**src/hdl/tcsf_pkg.sv**
```systemverilog
// shared constants, types and control structs of the tiled circle span fill block
package tcsf_pkg;

    // tile edge default and span limit per circle
    localparam int TILE_SIZE_DEF = 32;
    localparam int MAX_SPANS     = 32;
    localparam int CNT_W         = $clog2(MAX_SPANS + 1);

    // field widths
    localparam int POS_W   = 13;
    localparam int RAD_W   = 10;
    localparam int COLOR_W = 32;
    localparam int TIDX_W  = 6;
    localparam int OUT_W   = 11;

    // internal signed coordinate width, covers center +/- radius and tile edges
    localparam int COORD_W = 15;

    // configuration port
    localparam int CFG_W     = 12;
    localparam int CFG_IDX_W = 2;
    localparam logic [CFG_IDX_W-1:0] REG_FRAME_WIDTH  = CFG_IDX_W'(0);
    localparam logic [CFG_IDX_W-1:0] REG_FRAME_HEIGHT = CFG_IDX_W'(1);
    localparam logic [CFG_W-1:0]     FRAME_WIDTH_RST  = CFG_W'(640);
    localparam logic [CFG_W-1:0]     FRAME_HEIGHT_RST = CFG_W'(480);

    // square root unit: radicand r*r fits 2*RAD_W bits
    localparam int SQ_IN_W   = 2 * RAD_W;
    localparam int SQ_OUT_W  = RAD_W;
    localparam int SQ_STEPS  = 2;
    localparam int SQ_CYCLES = SQ_OUT_W / SQ_STEPS;
    localparam int SQ_CNT_W  = $clog2(SQ_CYCLES);

    typedef logic signed [COORD_W-1:0] coord_t;

    // controller to datapath commands
    typedef struct packed {
        logic load_item;
        logic setup;
        logic row_init;
        logic dy_calc;
        logic mul;
        logic sq_start;
        logic clip;
        logic push_span;
        logic next_row;
        logic emit_final;
    } dp_cmd_t;

    // datapath to controller status
    typedef struct packed {
        logic row_done;
        logic sq_done;
        logic span_hit;
        logic pend_valid;
        logic out_free;
    } dp_stat_t;

endpackage

```
**src/hdl/tcsf_isqrt.sv**
```systemverilog
// iterative integer floor square root, two result bits per cycle
module tcsf_isqrt
(
    input  logic                          clk,
    input  logic                          rst_n,
    input  logic                          start,
    input  logic [tcsf_pkg::SQ_IN_W-1:0]  radicand,
    output logic                          done,
    output logic [tcsf_pkg::SQ_OUT_W-1:0] root
);
    import tcsf_pkg::*;

    localparam int REM_W = SQ_OUT_W + 2;
    localparam int CUR_W = REM_W + 2;

    logic [SQ_IN_W-1:0]  rad_reg;
    logic [REM_W-1:0]    rem_reg,  rem_next;
    logic [SQ_OUT_W-1:0] root_reg, root_next;
    logic [SQ_CNT_W-1:0] cnt_reg;
    logic                busy_reg;
    logic                done_reg;

    // two restoring steps on the next four radicand bits
    always_comb
    begin
        logic [CUR_W-1:0] cur;
        logic [CUR_W-1:0] trial;
        rem_next  = rem_reg;
        root_next = root_reg;
        for (int i = 0; i < SQ_STEPS; i++)
        begin
            cur   = {rem_next, rad_reg[SQ_IN_W-1-2*i -: 2]};
            trial = {{(REM_W-SQ_OUT_W){1'b0}}, root_next, 2'b01};
            if (cur >= trial)
            begin
                rem_next  = REM_W'(cur - trial);
                root_next = {root_next[SQ_OUT_W-2:0], 1'b1};
            end
            else
            begin
                rem_next  = REM_W'(cur);
                root_next = {root_next[SQ_OUT_W-2:0], 1'b0};
            end
        end
    end

    // iteration control
    always_ff @(posedge clk or negedge rst_n)
    begin
        if (!rst_n)
        begin
            busy_reg <= 1'b0;
            done_reg <= 1'b0;
            cnt_reg  <= '0;
        end
        else
        begin
            done_reg <= 1'b0;
            if (start)
            begin
                busy_reg <= 1'b1;
                cnt_reg  <= '0;
            end
            else if (busy_reg)
            begin
                cnt_reg <= cnt_reg + 1'b1;
                if (cnt_reg == SQ_CNT_W'(SQ_CYCLES - 1))
                begin
                    busy_reg <= 1'b0;
                    done_reg <= 1'b1;
                end
            end
        end
    end

    // working registers
    always_ff @(posedge clk)
    begin
        if (start)
        begin
            rad_reg  <= radicand;
            rem_reg  <= '0;
            root_reg <= '0;
        end
        else if (busy_reg)
        begin
            rad_reg  <= rad_reg << (2 * SQ_STEPS);
            rem_reg  <= rem_next;
            root_reg <= root_next;
        end
    end

    assign done = done_reg;
    assign root = root_reg;

endmodule

```
**src/hdl/tcsf_datapath.sv**
```systemverilog
// datapath: frame registers, tile geometry, row walk, clipping, pending span and output beat
module tcsf_datapath
#(
    parameter int TILE_SIZE = tcsf_pkg::TILE_SIZE_DEF
)
(
    input  logic                                clk,
    input  logic                                rst_n,
    input  logic                                cfg_we,
    input  logic [tcsf_pkg::CFG_IDX_W-1:0]      cfg_index,
    input  logic [tcsf_pkg::CFG_W-1:0]          cfg_data,
    input  logic signed [tcsf_pkg::POS_W-1:0]   center_x,
    input  logic signed [tcsf_pkg::POS_W-1:0]   center_y,
    input  logic [tcsf_pkg::RAD_W-1:0]          radius,
    input  logic [tcsf_pkg::COLOR_W-1:0]        fill_color,
    input  logic [tcsf_pkg::TIDX_W-1:0]         tile_col,
    input  logic [tcsf_pkg::TIDX_W-1:0]         tile_row,
    input  tcsf_pkg::dp_cmd_t                   cmd,
    output tcsf_pkg::dp_stat_t                  stat,
    output logic                                out_valid,
    input  logic                                out_ready,
    output logic [tcsf_pkg::OUT_W-1:0]          span_row,
    output logic [tcsf_pkg::OUT_W-1:0]          span_first,
    output logic [tcsf_pkg::OUT_W-1:0]          span_last,
    output logic [tcsf_pkg::COLOR_W-1:0]        span_color,
    output logic                                final_span
);
    import tcsf_pkg::*;

    localparam coord_t TILE_C = coord_t'(TILE_SIZE);

    // frame size registers
    logic [CFG_W-1:0] fw_reg, fh_reg;

    // item registers
    logic signed [POS_W-1:0] cx_reg, cy_reg;
    logic [RAD_W-1:0]        r_reg;
    logic [COLOR_W-1:0]      color_reg;
    logic [TIDX_W-1:0]       tcol_reg, trow_reg;

    // geometry and row walk
    coord_t               x0_reg, x1m1_reg, y0_reg, y1m1_reg;
    coord_t               yy_reg, row_to_reg;
    logic [SQ_IN_W-1:0]   rr_reg, dy2_reg;
    logic [RAD_W-1:0]     dy_abs_reg;
    coord_t               first_reg, last_reg;
    logic                 hit_reg;
    logic [CNT_W-1:0]     cnt_reg;

    // pending span and output beat
    logic                 pend_valid_reg;
    logic [OUT_W-1:0]     pend_row_reg, pend_first_reg, pend_last_reg;
    logic                 out_valid_reg;
    logic [OUT_W-1:0]     out_row_reg, out_first_reg, out_last_reg;
    logic [COLOR_W-1:0]   out_color_reg;
    logic                 out_final_reg;

    logic [SQ_OUT_W-1:0]  sq_root;
    logic                 sq_done;

    coord_t cx_ext, cy_ext, r_ext;
    coord_t x0_c, x_end, fw_ext, x1_c, y0_c, y_end, fh_ext, y1_c;
    coord_t top_c, bot_c, dy_c, dy_neg, dx_ext, left_c, right_c, first_c, last_c;
    logic   out_free;

    assign cx_ext = coord_t'(cx_reg);
    assign cy_ext = coord_t'(cy_reg);
    assign r_ext  = coord_t'(r_reg);

    // tile rectangle cut at the frame edges
    always_comb
    begin
        x0_c   = coord_t'(tcol_reg) * TILE_C;
        x_end  = x0_c + TILE_C;
        fw_ext = coord_t'(fw_reg);
        x1_c   = (x_end < fw_ext) ? x_end : fw_ext;
        y0_c   = coord_t'(trow_reg) * TILE_C;
        y_end  = y0_c + TILE_C;
        fh_ext = coord_t'(fh_reg);
        y1_c   = (y_end < fh_ext) ? y_end : fh_ext;
    end

    // circle rows inside the tile
    always_comb
    begin
        top_c = cy_ext - r_ext;
        bot_c = cy_ext + r_ext;
        if (top_c < y0_reg)
        begin
            top_c = y0_reg;
        end
        if (bot_c > y1m1_reg)
        begin
            bot_c = y1m1_reg;
        end
    end

    // row offset magnitude
    always_comb
    begin
        dy_c   = yy_reg - cy_ext;
        dy_neg = -dy_c;
    end

    // span clipped to the tile columns
    always_comb
    begin
        dx_ext  = coord_t'(sq_root);
        left_c  = cx_ext - dx_ext;
        right_c = cx_ext + dx_ext;
        first_c = (left_c < x0_reg) ? x0_reg : left_c;
        last_c  = (right_c > x1m1_reg) ? x1m1_reg : right_c;
    end

    assign out_free = !out_valid_reg || out_ready;

    // frame size configuration
    always_ff @(posedge clk or negedge rst_n)
    begin
        if (!rst_n)
        begin
            fw_reg <= FRAME_WIDTH_RST;
            fh_reg <= FRAME_HEIGHT_RST;
        end
        else if (cfg_we)
        begin
            case (cfg_index)
                REG_FRAME_WIDTH:  fw_reg <= cfg_data;
                REG_FRAME_HEIGHT: fh_reg <= cfg_data;
                default:          ;
            endcase
        end
    end

    // item capture, geometry and per-row arithmetic
    always_ff @(posedge clk)
    begin
        if (cmd.load_item)
        begin
            cx_reg    <= center_x;
            cy_reg    <= center_y;
            r_reg     <= radius;
            color_reg <= fill_color;
            tcol_reg  <= tile_col;
            trow_reg  <= tile_row;
        end
        if (cmd.setup)
        begin
            x0_reg   <= x0_c;
            x1m1_reg <= x1_c - coord_t'(1);
            y0_reg   <= y0_c;
            y1m1_reg <= y1_c - coord_t'(1);
            rr_reg   <= SQ_IN_W'(r_reg) * SQ_IN_W'(r_reg);
        end
        if (cmd.row_init)
        begin
            yy_reg     <= top_c;
            row_to_reg <= bot_c;
        end
        else if (cmd.next_row)
        begin
            yy_reg <= yy_reg + coord_t'(1);
        end
        if (cmd.dy_calc)
        begin
            dy_abs_reg <= dy_c[COORD_W-1] ? dy_neg[RAD_W-1:0] : dy_c[RAD_W-1:0];
        end
        if (cmd.mul)
        begin
            dy2_reg <= SQ_IN_W'(dy_abs_reg) * SQ_IN_W'(dy_abs_reg);
        end
        if (cmd.clip)
        begin
            first_reg <= first_c;
            last_reg  <= last_c;
            hit_reg   <= (first_c <= last_c);
        end
        if (cmd.push_span)
        begin
            pend_row_reg   <= yy_reg[OUT_W-1:0];
            pend_first_reg <= first_reg[OUT_W-1:0];
            pend_last_reg  <= last_reg[OUT_W-1:0];
        end
    end

    // span count and pending flag
    always_ff @(posedge clk or negedge rst_n)
    begin
        if (!rst_n)
        begin
            cnt_reg        <= '0;
            pend_valid_reg <= 1'b0;
        end
        else if (cmd.row_init)
        begin
            cnt_reg        <= '0;
            pend_valid_reg <= 1'b0;
        end
        else if (cmd.push_span)
        begin
            cnt_reg        <= cnt_reg + 1'b1;
            pend_valid_reg <= 1'b1;
        end
        else if (cmd.emit_final)
        begin
            pend_valid_reg <= 1'b0;
        end
    end

    // output beat valid
    always_ff @(posedge clk or negedge rst_n)
    begin
        if (!rst_n)
        begin
            out_valid_reg <= 1'b0;
        end
        else if ((cmd.push_span || cmd.emit_final) && pend_valid_reg)
        begin
            out_valid_reg <= 1'b1;
        end
        else if (out_ready)
        begin
            out_valid_reg <= 1'b0;
        end
    end

    // output beat payload
    always_ff @(posedge clk)
    begin
        if ((cmd.push_span || cmd.emit_final) && pend_valid_reg)
        begin
            out_row_reg   <= pend_row_reg;
            out_first_reg <= pend_first_reg;
            out_last_reg  <= pend_last_reg;
            out_color_reg <= color_reg;
            out_final_reg <= cmd.emit_final;
        end
    end

    tcsf_isqrt u_isqrt
    (
        .clk      (clk),
        .rst_n    (rst_n),
        .start    (cmd.sq_start),
        .radicand (rr_reg - dy2_reg),
        .done     (sq_done),
        .root     (sq_root)
    );

    // status to the controller
    always_comb
    begin
        stat.row_done   = (yy_reg > row_to_reg) || (cnt_reg == CNT_W'(MAX_SPANS));
        stat.sq_done    = sq_done;
        stat.span_hit   = hit_reg;
        stat.pend_valid = pend_valid_reg;
        stat.out_free   = out_free;
    end

    assign out_valid  = out_valid_reg;
    assign span_row   = out_row_reg;
    assign span_first = out_first_reg;
    assign span_last  = out_last_reg;
    assign span_color = out_color_reg;
    assign final_span = out_final_reg;

endmodule

```
**src/hdl/tcsf_ctrl.sv**
```systemverilog
// controller: sequences setup, the row walk and the final flush of one circle
module tcsf_ctrl
(
    input  logic                clk,
    input  logic                rst_n,
    input  logic                in_valid,
    output logic                in_ready,
    input  tcsf_pkg::dp_stat_t  stat,
    output tcsf_pkg::dp_cmd_t   cmd
);
    import tcsf_pkg::*;

    localparam logic [3:0] S_IDLE  = 4'd0;
    localparam logic [3:0] S_SETUP = 4'd1;
    localparam logic [3:0] S_RINIT = 4'd2;
    localparam logic [3:0] S_RCHK  = 4'd3;
    localparam logic [3:0] S_MUL   = 4'd4;
    localparam logic [3:0] S_SQLD  = 4'd5;
    localparam logic [3:0] S_SQRT  = 4'd6;
    localparam logic [3:0] S_EMIT  = 4'd7;
    localparam logic [3:0] S_FLUSH = 4'd8;

    logic [3:0] state_reg, state_next;

    always_ff @(posedge clk or negedge rst_n)
    begin
        if (!rst_n)
        begin
            state_reg <= S_IDLE;
        end
        else
        begin
            state_reg <= state_next;
        end
    end

    // next state and commands
    always_comb
    begin
        state_next = state_reg;
        cmd        = '0;
        case (state_reg)
            S_IDLE:
            begin
                if (in_valid)
                begin
                    cmd.load_item = 1'b1;
                    state_next    = S_SETUP;
                end
            end
            S_SETUP:
            begin
                cmd.setup  = 1'b1;
                state_next = S_RINIT;
            end
            S_RINIT:
            begin
                cmd.row_init = 1'b1;
                state_next   = S_RCHK;
            end
            S_RCHK:
            begin
                if (stat.row_done)
                begin
                    state_next = S_FLUSH;
                end
                else
                begin
                    cmd.dy_calc = 1'b1;
                    state_next  = S_MUL;
                end
            end
            S_MUL:
            begin
                cmd.mul    = 1'b1;
                state_next = S_SQLD;
            end
            S_SQLD:
            begin
                cmd.sq_start = 1'b1;
                state_next   = S_SQRT;
            end
            S_SQRT:
            begin
                if (stat.sq_done)
                begin
                    cmd.clip   = 1'b1;
                    state_next = S_EMIT;
                end
            end
            S_EMIT:
            begin
                // a new span pushes the older pending one out as a beat
                if (!stat.span_hit)
                begin
                    cmd.next_row = 1'b1;
                    state_next   = S_RCHK;
                end
                else if (!stat.pend_valid || stat.out_free)
                begin
                    cmd.push_span = 1'b1;
                    cmd.next_row  = 1'b1;
                    state_next    = S_RCHK;
                end
            end
            S_FLUSH:
            begin
                if (!stat.pend_valid)
                begin
                    state_next = S_IDLE;
                end
                else if (stat.out_free)
                begin
                    cmd.emit_final = 1'b1;
                    state_next     = S_IDLE;
                end
            end
            default:
            begin
                state_next = S_IDLE;
            end
        endcase
    end

    assign in_ready = (state_reg == S_IDLE);

endmodule

```
**src/hdl/tiled_circle_span_fill_top.sv**
```systemverilog
// top level of the tiled circle span fill block
//
// Usage: one input beat carries a filled circle (center, radius, color) and a tile
// index. The block emits the horizontal spans of the circle that fall inside the
// tile, cut at the frame size, top row first; the last span carries final_span.
// A circle that misses the tile emits no beat at all.
// Input channel in_valid/in_ready, output channel out_valid/out_ready. Frame size
// is written on the cfg_we/cfg_index/cfg_data port while the block is idle.
// Sequence: an item passes SETUP and RINIT, then walks the circle rows inside
// the tile (at most TILE_SIZE); each row passes RCHK, MUL, SQLD, SQRT and EMIT,
// taking its root from the shared two-bits-per-cycle square root unit. A span
// leaves once the next span (or the end of the item) settles its flag.
// One item is worked at a time; in_ready is high only between items, and the
// next item is taken while the last beat still sits in the output register.
// Reset: frame size returns to 640 x 480, no beat is pending.
// Stall: a held output beat stops the row walk when the next span is ready.
module tiled_circle_span_fill_top
#(
    parameter int TILE_SIZE = tcsf_pkg::TILE_SIZE_DEF
)
(
    input  logic                                clk,
    input  logic                                rst_n,
    input  logic                                cfg_we,
    input  logic [tcsf_pkg::CFG_IDX_W-1:0]      cfg_index,
    input  logic [tcsf_pkg::CFG_W-1:0]          cfg_data,
    input  logic                                in_valid,
    output logic                                in_ready,
    input  logic signed [tcsf_pkg::POS_W-1:0]   center_x,
    input  logic signed [tcsf_pkg::POS_W-1:0]   center_y,
    input  logic [tcsf_pkg::RAD_W-1:0]          radius,
    input  logic [tcsf_pkg::COLOR_W-1:0]        fill_color,
    input  logic [tcsf_pkg::TIDX_W-1:0]         tile_col,
    input  logic [tcsf_pkg::TIDX_W-1:0]         tile_row,
    output logic                                out_valid,
    input  logic                                out_ready,
    output logic [tcsf_pkg::OUT_W-1:0]          span_row,
    output logic [tcsf_pkg::OUT_W-1:0]          span_first,
    output logic [tcsf_pkg::OUT_W-1:0]          span_last,
    output logic [tcsf_pkg::COLOR_W-1:0]        span_color,
    output logic                                final_span
);
    import tcsf_pkg::*;

    dp_cmd_t  cmd;
    dp_stat_t stat;

    tcsf_ctrl u_ctrl
    (
        .clk      (clk),
        .rst_n    (rst_n),
        .in_valid (in_valid),
        .in_ready (in_ready),
        .stat     (stat),
        .cmd      (cmd)
    );

    tcsf_datapath #(.TILE_SIZE(TILE_SIZE)) u_datapath
    (
        .clk        (clk),
        .rst_n      (rst_n),
        .cfg_we     (cfg_we),
        .cfg_index  (cfg_index),
        .cfg_data   (cfg_data),
        .center_x   (center_x),
        .center_y   (center_y),
        .radius     (radius),
        .fill_color (fill_color),
        .tile_col   (tile_col),
        .tile_row   (tile_row),
        .cmd        (cmd),
        .stat       (stat),
        .out_valid  (out_valid),
        .out_ready  (out_ready),
        .span_row   (span_row),
        .span_first (span_first),
        .span_last  (span_last),
        .span_color (span_color),
        .final_span (final_span)
    );

endmodule

```
**config.mk**
```make
export PLATFORM = sky130hd
export DESIGN_NAME = tiled_circle_span_fill_top
export DESIGN_NICKNAME = d
export VERILOG_FILES = /design/src/hdl/tcsf_pkg.sv /design/src/hdl/tcsf_isqrt.sv /design/src/hdl/tcsf_datapath.sv /design/src/hdl/tcsf_ctrl.sv /design/src/hdl/tiled_circle_span_fill_top.sv
export SDC_FILE = /design/constraint.sdc
export NUM_CORES = 1
export LEC_CHECK = 0
export BUFFER_PORTS_ARGS = -buffer_cell sky130_fd_sc_hd__buf_2
export CELL_PAD_IN_SITES_DETAIL_PLACEMENT = 1
export CELL_PAD_IN_SITES_GLOBAL_PLACEMENT = 2
export CORE_MARGIN = 5
export CORE_UTILIZATION = 40
export DETAILED_ROUTE_END_ITERATION = 12
export GPL_TIMING_DRIVEN = 0
export PLACE_DENSITY = 0.91
export SYNTH_ARGS = -nofsm -noshare
export SYNTH_HDL_FRONTEND = slang
export SYNTH_SLANG_ARGS = --single-unit
```
**constraint.sdc**
```tcl
create_clock -name clk -period 8 [get_ports clk]
set_input_delay 0.4 -clock clk [delete_from_list [all_inputs] [get_ports clk]]
set_output_delay 0.4 -clock clk [all_outputs]
set_load 0.1 [all_outputs]
```
==> flow_summary_export.csv, run 1 <==
group,metric,value,unit
sta,fin_tns_setup,0,ns
global_route,grt_usage,20.40,%
setup_path,path_class,"flop to flop",
setup_path,required,8.45,ns
hold_path,hp-class,"input port to flop",
global_route,grt_util_met3,2.526,%
yosys,synth_edf_count,342,
sta,tightest_slew,1.336,ns
sta,period_minus_slack,7.327,ns
finish,insertedDiodeCount,0,
yosys,synth_fp_nets,3012,
clocking,cts.sinks,405,
detailed_routing,firstDrtPassIters,5,
sta,fmax,136.5,MHz
global_route,grt_max_degree,52,
placed_design,gp_congestion,0.8615,
clocking,cts.repair.resized,0,
floorplan,start_util,40.48,%
floorplan,io_pins,167,
setup_path,worst-endpoint-arrival,7.78,ns
yosys,synth_largest_area_cell,"edfxtp_1",
clocking,cts_buffers,43,
yosys,yosys_register_bits,405,
detailed_routing,wl_per_cell,20.49,µm
global_route,grt.busiest_layer,"met2",
floorplan,core,0.06751,mm²
clocking,cts_htree_levels,2,
yosys,netlist_area,0.02733,mm²
global_route,antenna_found_initial,1,
clocking,cts_tree,"built",
setup_path,worstSetupEndpointType,"flop",
sta,slew-limit-headroom,10.97,%
sta,post-route-period-util,91.58,%
detailed_routing,vias,20060,
floorplan,fp.dieW,271.4,µm
global_route,grt-ovfl-total,0,
clocking,cts-root-buf,"clkbuf_16",
placed_design,portBuffers,166,
yosys,yosys_warnings,0,
yosys,avgSynthCellArea,10.82,µm²
sta,rsz0062_at_grt,"no",
setup_path,path_max_fanout,10,
yosys,yosys_most_used_dff,"edfxtp_1",
status,status,"finished, final reports clean",
sta,report.final.slew_viol_count,0,
detailed_routing,via_per_inst,5.376,
sta,skew,0.03373,ns
yosys,synthTopCellsByCount,"edfxtp_1, inv_1, ha_1",
yosys,syn_inst,2525,
global_route,grtUsageMet1,25.10,%
finish,layout-drive-gt1-share,11.51,%
finish,area_growth_syn_to_layout,15.62,%
yosys,synth.most_common_cell,"edfxtp_1",
setup_path,cpPeakStageDelay,0.65,ns
clocking,clockBufferDepth,3,
setup_path,cp_common_cell,"a21oi_1",
floorplan,die_y,271.4,µm
global_route,met2_usage,37.74,%
detailed_routing,drtAntennaViolNets,0,
floorplan,fp.dieArea,0.07366,mm²
setup_path,worstSetupStartpointType,"flop",
clocking,insertion_delay,0.62,ns
sta,setup_viol,0,
detailed_routing,drt_wl_total,76480,µm
setup_path,worst_path_max_delay_cell,"clkbuf_1",
placed_design,dp_hpwl,57040,µm
yosys,yosysTopAreaCellShare,37.58,%
yosys,synth_area_leaders,"edfxtp_1, ha_1, fa_1",
yosys,ys_async_sr_fraction,10.12,%
floorplan,num_rows,95,
finish,nNetsFinal,3311,
yosys,synth_cell_types,80,
detailed_routing,drtIter0Drc,1201,
clocking,cts.clk_slew.worst_paths,0.06,ns
detailed_routing,drc,0,
global_route,grt_pass1_wl,121700,µm
sta,hold_violations,0,
yosys,synth-seq-area-share,42.97,%
run,max_cap_viol_count,0,
global_route,grt_pass1_vias,22240,
## routing by layer
| layer | routed length [µm] | vias to the layer above |
|---|---|---|
| met1 | 32380 | 10120 |
| met4 | 1976 | 0 |
| li1 | - | 9457 |
| met2 | 39550 | 367 |
| met5 | 0 | - |
| met3 | 2576 | 121 |
## worst paths after layout
check,end,start,slack (ns),cells after the start
hold reg to reg,u_datapath.span_row[8]$_DFFE_PP_,u_datapath.pend_row_reg[8]$_DFFE_PP_,0.40,0
setup / recovery,u_datapath.hit_reg$_DFFE_PP_,u_datapath.u_isqrt.root[1]$_SDFFE_PP0P_,0.67,30
max in group asynchronous,u_datapath.cnt_reg[2]$_DFFE_PN0P_,rst_n,6.83,2
setup reg to reg,u_datapath.hit_reg$_DFFE_PP_,u_datapath.u_isqrt.root[1]$_SDFFE_PP0P_,0.67,30
min in group asynchronous,u_datapath.fw_reg[3]$_DFFE_PN0P_,rst_n,0.50,2
hold / removal,u_datapath.cy_reg[3]$_DFFE_PP_,center_y[3],0.04,1
## what timing repair did
| item | in CTS | in global routing |
|---|---|---|
| endpoints found under the hold margin | 113 | 0 |
| hold buffers | 79 | 0 |
| setup buffers | 0 | 0 |
## critical path, delay by kind of cell (launching register included)
kind                       cells  cell delay (ns)
adders and majority gates      3             1.14
buffers and inverters          4             1.33
AOI/OAI and AO/OA             14             2.76
muxes                          1             0.36
and+or+nand+nor                7             0.83
DFF                            1             0.49
xor gates and xnor gates       1             0.25
## cells by family (layout without fill, tap and decap cells)
logic type / after synthesis / in the layout / share of synthesized area, %
xor gates and xnor gates: 176 / 176 / 5.640
muxes: 100 / 100 / 3.891
and+or+nand+nor: 658 / 658 / 11.67
AOI/OAI and AO/OA: 443 / 443 / 10.41
adders and majority gates: 388 / 388 / 20.45
DFF: 405 / 405 / 42.97
buffers and inverters: 355 / 689 / 4.962
## cell usage in the layout (no fill, tap or decap), types with 13 or more instances in the layout
master	synthesis	routed
nor3_1	53	50
a21o_1	30	30
nand3_1	41	41
o211ai_1	15	15
clkbuf_16	0	45
mux2i_1	50	50
fa_1	98	98
nand2_1	179	179
ha_1	290	290
or2_2	13	13
and2_1	51	50
nand2b_1	21	21
nor2b_1	42	42
o21a_1	28	28
dfxtp_1	22	22
o21ai_0	111	111
a21oi_1	122	122
nand4_1	19	19
nor2_1	171	170
dfrtp_1	35	35
dlygate4sd3_1	0	79
o31ai_1	15	15
inv_1	291	290
a31oi_1	14	14
xor2_1	46	46
and3_1	22	22
o21bai_1	17	17
edfxtp_1	342	342
xnor2_1	130	130
a211oi_1	13	13
clkbuf_1	52	64
clkinv_1	5	14
mux2_2	50	50
buf_2	1	167
## metrics by stage
step	utilization (%)	setup slack, ns	hold slack (ns)	instances	cell area (µm²)
after detailed placement	43.57	0.9228	0.4052	3573	29410
after global placement	43.33	0.8202	0.4002	3564	29250
after CTS	46.80	0.8726	0.002499	3732	31600
after floorplan	-	1.853	0.1044	2525	27330
after global routing	46.81	0.2585	0.01275	3732	31600
final	46.81	0.6734	0.03764	3732	31600
## area by class of cell
class	instances	area [µm²]
Multi-Input combinational cell	1765	14260
Inverter	296	1111
Clock inverter	22	207.7
Buffer	59	245.2
Timing Repair Buffer	254	1760
Fill cell	7371	35910
Clock buffer	58	1185
Tap cell	873	1092
Sequential cell	405	11740
Power of run 1 is not shown: default switching activity piles up to over one toggle a cycle in this logic, so the estimate is an artifact.
==> run 2, diff against run 1 <==
Settings changed: ABC_AREA set to 1, PLACE_DENSITY 0.91 to 0.93.
==> run 2 against run 1 <==
Effect of this change:
- global-route usage decreased by 0.29 points
- via count grew 5.3%
- core utilization grew 0.38 points
- sequential share of layout area decreased by 0.30 points
- die area is essentially flat
- highest routed layer unchanged
- cell count increased by 9.9%
- largest cell class unchanged
- register-to-register slack better by 0.64 ns
==> flow_summary_export.csv, run 2 <==
group,metric,value,unit
clocking,cts.sinks,405,
detailed_routing,drtAntennaViolNets,0,
sta,fin_ws,1.316,ns
setup_path,rrSetupSlack,1.32,ns
yosys,yosys_most_used_dff,"edfxtp_1",
sta,holdWs,0.08974,ns
yosys,netlist_area,0.02735,mm²
floorplan,fp.dieArea,0.07372,mm²
floorplan,die_y,271.5,µm
clocking,cts.repair.resized,0,
placed_design,place_worst_setup_slack,1.598,ns
floorplan,fp.dieW,271.5,µm
finish,layout_common_cells,"nand2_1, inv_1, edfxtp_1",
yosys,syn_inst,2883,
yosys,ys_async_sr_fraction,10.12,%
detailed_routing,firstDrtPassIters,5,
detailed_routing,drc,0,
sta,rsz0062_at_grt,"no",
detailed_routing,via_per_inst,5.151,
hold_path,worstHoldEndpoint,"u_datapath.r_reg[0]$_DFFE_PP_",
hold_path,whs_path_depth,1,
clocking,cts_buffers,45,
sta,tightest_slew,1.004,ns
clocking,cts-root-buf,"clkbuf_16",
yosys,synth_fp_nets,3370,
sta,setup_viol,0,
global_route,grt_pass1_wl,120300,µm
setup_path,path_max_fanout,10,
detailed_routing,drt_wl_total,75950,µm
floorplan,io_pins,167,
global_route,grt_usage,20.11,%
yosys,synth_area_leaders,"edfxtp_1, ha_1, nand2_1",
yosys,synth.most_common_cell,"nand2_1",
setup_path,rr_endpoint,"u_datapath.hit_reg$_DFFE_PP_",
clocking,clockBufferDepth,3,
yosys,yosysTopAreaCellShare,37.54,%
yosys,avgSynthCellArea,9.488,µm²
detailed_routing,wl_per_cell,18.52,µm
yosys,yosys_register_bits,405,
setup_path,required,8.30,ns
finish,area_growth_syn_to_layout,16.45,%
sta,report.final.slew_viol_count,0,
clocking,insertion_delay,0.60,ns
finish,layout_commonest_cell,"nand2_1",
setup_path,reg2reg_depth,35,
setup_path,r2r-start,"u_datapath.u_isqrt.root[2]$_SDFFE_PP0P_",
yosys,synthTopCellsByCount,"nand2_1, inv_1, edfxtp_1",
sta,fmax,149.6,MHz
placed_design,portBuffers,166,
yosys,synth_cell_types,69,
yosys,synth-seq-area-share,42.93,%
yosys,yosys_warnings,0,
placed_design,dp_hpwl,58940,µm
sta,skew,0.03776,ns
detailed_routing,drtIter0Drc,1112,
global_route,grt_max_degree,42,
status,status,"finished, final reports clean",
global_route,grt-ovfl-total,0,
sta,post-route-period-util,83.55,%
setup_path,cpPeakStageDelay,0.49,ns
detailed_routing,vias,21120,
sta,slew-limit-headroom,33.05,%
floorplan,core,0.06751,mm²
sta,hold_violations,0,
floorplan,num_rows,95,
sta,period_minus_slack,6.684,ns
clocking,cts.clk_slew.worst_paths,0.06,ns
finish,nNetsFinal,3677,
run,max_cap_viol_count,0,
global_route,grt_pass1_vias,22910,
hold_path,min-delay-start,"radius[0]",
finish,layout-drive-gt1-share,10.51,%
setup_path,worstSetupEndpointType,"flop",
setup_path,worst_path_max_delay_cell,"o31ai_1",
clocking,cts_htree_levels,2,
clocking,cts_tree,"built",
placed_design,gp_congestion,0.9021,
floorplan,start_util,40.52,%
yosys,synth_edf_count,342,
setup_path,worstSetupStartpointType,"flop",
setup_path,path_class,"flop to flop",
hold_path,hp-class,"input port to flop",
setup_path,worst-endpoint-arrival,6.99,ns
yosys,synth_largest_area_cell,"edfxtp_1",
global_route,antenna_found_initial,4,
-- run 2: cell count changes after synthesis, moves of 51 or more --
cell / previous run / this run
inv_1: 291 / 520
a21oi_1: 122 / 173
xor2_1: 46 / 113
nand3_1: 41 / 96
nand2_1: 179 / 525
o21ai_0: 111 / 181
xnor2_1: 130 / 40
-- run 2: final cells by class --
type | instances | area, µm²
multi-input cells | 1890 | 13380
plain buffers | 62 | 281.5
flip-flops and latches | 405 | 11740
fillers | 7764 | 35660
well taps | 873 | 1092
clock inverters | 27 | 250.2
repair buffers | 260 | 1864
diodes | 1 | 2.502
clock buffers | 57 | 1266
inverters | 526 | 1979
-- run 2: how the worst max path moves through the flow --
stage	slack, ns	cells after the start	from	to
after floorplan	1.30	3	u_ctrl.state_reg[3]$_DFFE_PN0P_	u_datapath.color_reg[0]$_DFFE_PP_
after global placement	-1.78	3	u_ctrl.state_reg[1]$_DFFE_PN0P_	u_datapath.color_reg[17]$_DFFE_PP_
after detailed placement	1.60	35	u_datapath.u_isqrt.root[2]$_SDFFE_PP0P_	u_datapath.hit_reg$_DFFE_PP_
after CTS	1.48	35	u_datapath.u_isqrt.root[2]$_SDFFE_PP0P_	u_datapath.hit_reg$_DFFE_PP_
after global routing	0.94	35	u_datapath.u_isqrt.root[0]$_SDFFE_PP0P_	u_datapath.hit_reg$_DFFE_PP_
final	1.32	35	u_datapath.u_isqrt.root[2]$_SDFFE_PP0P_	u_datapath.hit_reg$_DFFE_PP_
-- run 2: what timing repair did --
action                                  CTS  global route
endpoints found under the hold margin   113             0
buffers inserted                          0             0
endpoints found under the setup margin    0             0
hold buffers                             79             0
-- run 2: logic make-up (layout without fill, tap and decap cells) --
family,Yosys count,count (layout),synth area share [%]
other cells,0,1,0
buf+inv,588,932,8.265
xor+xnor,153,153,4.899
mux,2,2,0.07776
fa+ha+maj,388,388,20.44
flops,405,405,42.93
compound gates,449,449,9.002
simple gates,898,898,14.39
-- run 2: metal layers --
layer / track usage (%) / part of all wire, % / wire length (µm) / up-vias
li1: - / - / - / 10120
met1: 25.20 / 43 / 32520 / 10430
met2: 36.02 / 50 / 37610 / 422
met3: 2.579 / 4.1 / 3078 / 149
met4: 6.692 / 3.6 / 2734 / 0
met5: 0 / 0 / 0 / -
-- run 2: metrics by stage --
| stage | utilization, % | setup TNS (ns) | area, µm² | cells |
|---|---|---|---|---|
| final | 47.18 | 0 | 31860 | 4101 |
| after floorplan | - | 0 | 27360 | 2883 |
| after global routing | 47.18 | 0 | 31860 | 4101 |
| after detailed placement | 43.75 | 0 | 29530 | 3936 |
| after global placement | 43.37 | -142.36 | 29280 | 3922 |
| after CTS | 47.16 | 0 | 31840 | 4099 |
-- run 2: worst max-delay path, delay by kind of cell (launching register included) --
kind / cells / cell delay, ns
flops: 1 / 0.35
fa+ha+maj: 3 / 1.12
simple gates: 15 / 1.78
compound gates: 12 / 2.19
buf+inv: 5 / 0.96
Power of run 2 is left out for the same reason.
